### config.mk
export PLATFORM = sky130hd
export DESIGN_NAME = rpn_div
export DESIGN_NICKNAME = d
export VERILOG_FILES = /design/src/design/rpn_pkg.sv /design/src/design/rpn_div.sv
export SDC_FILE = /design/constraint.sdc
export NUM_CORES = 1
export LEC_CHECK = 0
export BUFFER_PORTS_ARGS = -buffer_cell sky130_fd_sc_hd__buf_2
export CORE_ASPECT_RATIO = 1.2
export CORE_MARGIN = 5
export CORE_UTILIZATION = 49
export CTS_BUF_LIST = sky130_fd_sc_hd__clkbuf_16
export DETAILED_ROUTE_END_ITERATION = 7
export PLACE_DENSITY_LB_ADDON = 0.08
export SLEW_MARGIN = 20
export SYNTH_ARGS = -nofsm -noshare
export SYNTH_HDL_FRONTEND = slang
export SYNTH_SLANG_ARGS = --single-unit
### constraint.sdc
create_clock -name clock -period 16.1 [get_ports clock]
set_clock_uncertainty 0.15 [all_clocks]
set_input_delay 0.805 -clock clock [delete_from_list [all_inputs] [get_ports clock]]
set_output_delay 0.805 -clock clock [all_outputs]
set_load 0.01 [all_outputs]
### src/design/rpn_pkg.sv
`default_nettype none
package rpn_pkg;

   localparam int DATA_W = 64;
   localparam int FRAC_W = 32;
   localparam int DVD_W  = DATA_W + FRAC_W;

   localparam logic [DATA_W-1:0] SIGN_VAL = {1'b1, {(DATA_W-1){1'b0}}};
   localparam logic [DATA_W-1:0] MAX_POS  = {1'b0, {(DATA_W-1){1'b1}}};

   localparam logic [2:0] OP_NUM   = 3'd0;
   localparam logic [2:0] OP_ADD   = 3'd1;
   localparam logic [2:0] OP_SUB   = 3'd2;
   localparam logic [2:0] OP_MUL   = 3'd3;
   localparam logic [2:0] OP_DIV   = 3'd4;
   localparam logic [2:0] OP_MOD   = 3'd5;
   localparam logic [2:0] OP_PRINT = 3'd6;
   localparam logic [2:0] OP_UNK   = 3'd7;

   localparam logic [2:0] ERR_NONE     = 3'd0;
   localparam logic [2:0] ERR_DIV_ZERO = 3'd1;
   localparam logic [2:0] ERR_MOD_FRAC = 3'd2;
   localparam logic [2:0] ERR_MOD_ZERO = 3'd3;
   localparam logic [2:0] ERR_UNKNOWN  = 3'd4;

   typedef struct packed {
      logic done;
      logic ovf;
   } div_stat_type;

   function automatic logic [DATA_W-1:0] magnitude(input logic [DATA_W-1:0] v);
      return v[DATA_W-1] ? (~v + 1'b1) : v;
   endfunction

   // apply sign to a magnitude, saturating
   function automatic logic [DATA_W-1:0] pack_signed(input logic [DATA_W-1:0] mag,
                                                     input logic neg, input logic ovf);
      logic [DATA_W-1:0] r;
      if (neg) begin
         r = (ovf || mag > SIGN_VAL) ? SIGN_VAL : (~mag + 1'b1);
      end else begin
         r = (ovf || mag > MAX_POS) ? MAX_POS : mag;
      end
      return r;
   endfunction

endpackage
`default_nettype wire

### src/design/rpn_div.sv
`default_nettype none
module rpn_div (
   input  wire logic                      clock,
   input  wire logic                      reset,
   input  wire logic                      start,
   input  wire logic [rpn_pkg::DVD_W-1:0] dividend,
   input  wire logic [rpn_pkg::DATA_W-1:0] divisor,
   output rpn_pkg::div_stat_type          status,
   output logic [rpn_pkg::DATA_W-1:0]     quot,
   output logic [rpn_pkg::DATA_W-1:0]     remainder
);
   import rpn_pkg::*;

   localparam int CNT_W = $clog2(DVD_W + 1);

   logic [DVD_W-1:0]  dvd_ff;
   logic [DATA_W-1:0] dsr_ff;
   logic [DATA_W-1:0] rem_ff;
   logic [DATA_W-1:0] q_ff;
   logic              ovf_ff;
   logic              busy_ff;
   logic              done_ff;
   logic [CNT_W-1:0]  cnt_ff;

   logic [DATA_W:0]   rem_sh;
   logic              fits;

   assign rem_sh = {rem_ff, dvd_ff[DVD_W-1]};
   assign fits   = rem_sh >= {1'b0, dsr_ff};

   always_ff @(posedge clock) begin
      if (reset) begin
         busy_ff <= 1'b0;
         done_ff <= 1'b0;
      end else begin
         done_ff <= busy_ff && cnt_ff == CNT_W'(1);
         if (start) begin
            busy_ff <= 1'b1;
            cnt_ff  <= CNT_W'(DVD_W);
            dvd_ff  <= dividend;
            dsr_ff  <= divisor;
            rem_ff  <= '0;
            q_ff    <= '0;
            ovf_ff  <= 1'b0;
         end else if (busy_ff) begin
            // one quotient bit per cycle
            dvd_ff <= {dvd_ff[DVD_W-2:0], 1'b0};
            ovf_ff <= ovf_ff | q_ff[DATA_W-1];
            q_ff   <= {q_ff[DATA_W-2:0], fits};
            rem_ff <= fits ? DATA_W'(rem_sh - {1'b0, dsr_ff}) : rem_sh[DATA_W-1:0];
            cnt_ff <= cnt_ff - 1'b1;
            if (cnt_ff == CNT_W'(1)) begin
               busy_ff <= 1'b0;
            end
         end
      end
   end

   assign status.done = done_ff;
   assign status.ovf  = ovf_ff;
   assign quot        = q_ff;
   assign remainder   = rem_ff;
endmodule
`default_nettype wire

==> reports/results.tsv <==
metric	value	unit
ff_latch_area	8930	µm²
grt_antenna_before_repair	21	
cts-root-buf	clkbuf_16	
gp_congestion	0.875	
period_minus_slack	4480	ps
ys_types	69	
grt_usage	20.5	%
dr.pass1.iters	5	
setup_viol	0	
netlist_area	15800	µm²
vias_per_cell	5.44	
hold_path.startpoint	divisor[16]	
port-buffer-count	292	
postRouteAntennaNets	0	
fillCellCount	2793	
overflow	0	
p_per_area	116	nW/µm²
end_kind	flip-flop	
maxSlewHeadroom	23.5	%
area_growth	17.6	%
crit_type	flip-flop to flip-flop	
whs_path_depth	1	
crit-reg2reg-capture	remainder[25]	
async_flop_share	0	%
vias	11200	
grt_start_max_net_pins	175	
rr_worst_depth	12	
synth_nets	1582	
synth_warnings	0	
drt_iter0_markers	781	
cts-buffers-inserted	34	
syn_area_per_cell	11.7	µm²
die_h	207	µm
h-tree-depth	2	
hold_viol_final	0	
ys_seq_area_share	56.4	%
grt_setup_unrepaired	false	
drc	0	
post_cts_resized	0	
clk_pin_slew	60	ps
initial_utilization	49.3	%
synth_edf_count	296	
setup_tns	0	ps
grt_pass1_vias	11400	
synthCells	1352	
required	16190	ps
post_cts_buffers	0	
wl	38.2	mm
multi_input_comb_area	6250	µm²
die_area	36000	µm²
timing.rr.start	remainder[17]	
cts_sinks	298	
instances_no_fill	2054	
io-pin-count	293	
maxSlewViolCount	0	
die_x	174	µm
postCtsHoldBufs	0	
fmax	223	MHz
fin_crit_sh	27.8	%
vdd_drop_max	86.8	µV
critPathMaxFanout	39	
r2r_setup_slack	11620	ps
worstMarginPinSlew	1150	ps
layout-drive-gt1-share	28.8	%
grt_pass1_wl	60.0	mm
wl_per_cell	18.6	µm
dp.cells	1990	
drv_cap	0	
clk_path_buf_depth	3	
hp-class	input port to flip-flop	
rows	72	
clk_latency	530	ps
start_kind	flip-flop	
core_area	32100	µm²
nNetsFinal	1849	
leakagePower	7.60	nW
ys_ff_latch	298	
cts_tree	built	
status	finished clean	
dp_hpwl	27.1	mm
arrival	4570	ps
synthFlopType	edfxtp_1	
whs_endpoint	dsr_ff[16]	
## metrics by stage
| stage | setup slack, ps | utilization [%] | instance area (µm²) | hold slack (ps) | power [mW] |
|---|---|---|---|---|---|
| 3_3_place_gp | 11690 | 54.7 | 17500 | 337 | 1.44 |
| 4_1_cts | 11580 | 58.0 | 18600 | 286 | 2.18 |
| 5_1_grt | 11310 | 58.0 | 18600 | 286 | 2.27 |
| 3_5_place_dp | 11600 | 54.7 | 17500 | 374 | 1.44 |
| 6_report | 11620 | 58.0 | 18600 | 308 | 2.16 |
| 2_1_floorplan | 3990 | - | 15800 | 316 | 1.32 |
## where the power goes
part           switching (mW)  total, mW  internal (mW)
clock network           0.308      0.735          0.427
logic                   0.277      0.465          0.188
registers              0.0290      0.960          0.931
total                   0.614       2.16           1.55
## Yosys cell counts, types with 3 or more instances
| cell | instances | area share, % |
|---|---|---|
| edfxtp_1 | 296 | 56 |
| nand2_1 | 148 | 3.5 |
| a21oi_1 | 113 | 3.6 |
| mux2_2 | 95 | 6.8 |
| inv_1 | 83 | 2.0 |
| nor2_1 | 71 | 1.7 |
| ha_1 | 66 | 5.2 |
| nor2b_1 | 65 | 2.6 |
| o21ai_0 | 46 | 1.5 |
| clkbuf_1 | 38 | 0.90 |
| a21o_1 | 35 | 1.7 |
| xor2_1 | 31 | 1.7 |
| xnor2_1 | 30 | 1.7 |
| nand4_1 | 24 | 0.95 |
| a211oi_2 | 17 | 1.3 |
| nand3_1 | 17 | 0.54 |
| a31oi_1 | 16 | 0.63 |
| buf_2 | 13 | 0.41 |
| and3_1 | 12 | 0.47 |
| buf_4 | 10 | 0.47 |
| nor3_1 | 10 | 0.32 |
| o21bai_1 | 10 | 0.47 |
| a211oi_1 | 8 | 0.38 |
| o211ai_1 | 7 | 0.33 |
| o21a_1 | 6 | 0.28 |
| buf_6 | 5 | 0.36 |
| nand2b_1 | 5 | 0.20 |
| o21ai_1 | 5 | 0.16 |
| o31ai_1 | 5 | 0.24 |
| or3_1 | 5 | 0.20 |
| or2_2 | 4 | 0.16 |
| or4_1 | 4 | 0.19 |
| a221oi_1 | 3 | 0.17 |
| and4_1 | 3 | 0.17 |
## final cells by class
type                    count  share of cell area (%)
diodes                      4                  0.0538
clock buffers              35                    4.71
clock inverters            25                   0.975
inverters                  84                    1.69
multi-input cells         902                    33.6
flip-flops and latches    298                    48.0
well taps                 407                    2.74
repair buffers            299                    8.25
## per-layer routing
layer | track usage (%) | vias up | routed length (µm) | share of wire (%)
met5 | 0 | - | 203 | 0.53
met4 | 5.01 | 30 | 679 | 1.8
met1 | 25.1 | 5294 | 15700 | 41
met2 | 34.8 | 309 | 18400 | 48
met3 | 7.76 | 83 | 3250 | 8.5
li1 | - | 5468 | - | -
## logic make-up (layout without fill, tap and decap cells)
logic type	Yosys count	count (layout)	share of synthesized area, %
AOI/OAI and AO/OA	293	293	12.0
xor gates and xnor gates	61	61	3.38
adders and majority gates	67	67	5.35
buffers and inverters	152	443	4.19
DFF	298	298	56.4
muxes	97	97	6.89
other	0	4	0
and+or+nand+nor	384	384	11.7
## state kept, by name (all words and copies together) (netlist names)
register	flops
dvd_ff	96
dsr_ff	64
cnt_ff	7
ovf_ff	1
quot	64
busy_ff	1
done_ff	1
remainder	64
## how the worst max path moves through the flow
stage                   from            end  slack (ps)  depth (start not counted)
2_1_floorplan          start      cnt_ff[0]        3990                          4
5_1_grt        remainder[17]  remainder[25]       11310                         11
3_3_place_gp   remainder[18]  remainder[25]       11690                         12
4_1_cts        remainder[17]  remainder[25]       11580                         12
6_report       remainder[17]  remainder[25]       11620                         12
3_5_place_dp   remainder[17]  remainder[25]       11600                         12
## cells in the final DEF, fill, tap and decap left out, types with 6 or more instances in the layout
master	n
inv_1	89
nand4_1	24
nor2b_1	65
o211ai_1	7
clkinv_1	10
edfxtp_1	296
a31oi_1	16
a21o_1	35
xor2_1	31
buf_4	6
a211oi_2	17
buf_2	291
a21oi_1	113
nor2_1	69
o21bai_1	10
and3_1	12
nor3_1	10
nand2_1	148
nand3_1	17
a211oi_1	8
o21ai_0	46
o21a_1	6
mux2_2	95
ha_1	66
xnor2_1	30
clkbuf_16	35
## worst max-delay path: stages, from the launching register on
cell and delay (ps):
edfxtp_1 420, ha_1 460, nand4_1 160, or3_1 410, nor3_1 360, nand2_1 100
nor4_1 200, nand4_1 150, nand2_1 220, or2_2 710, buf_4 520, mux2i_1 240
nor2_1 60
No activity file was read; power rests on OpenSTA's default activity.
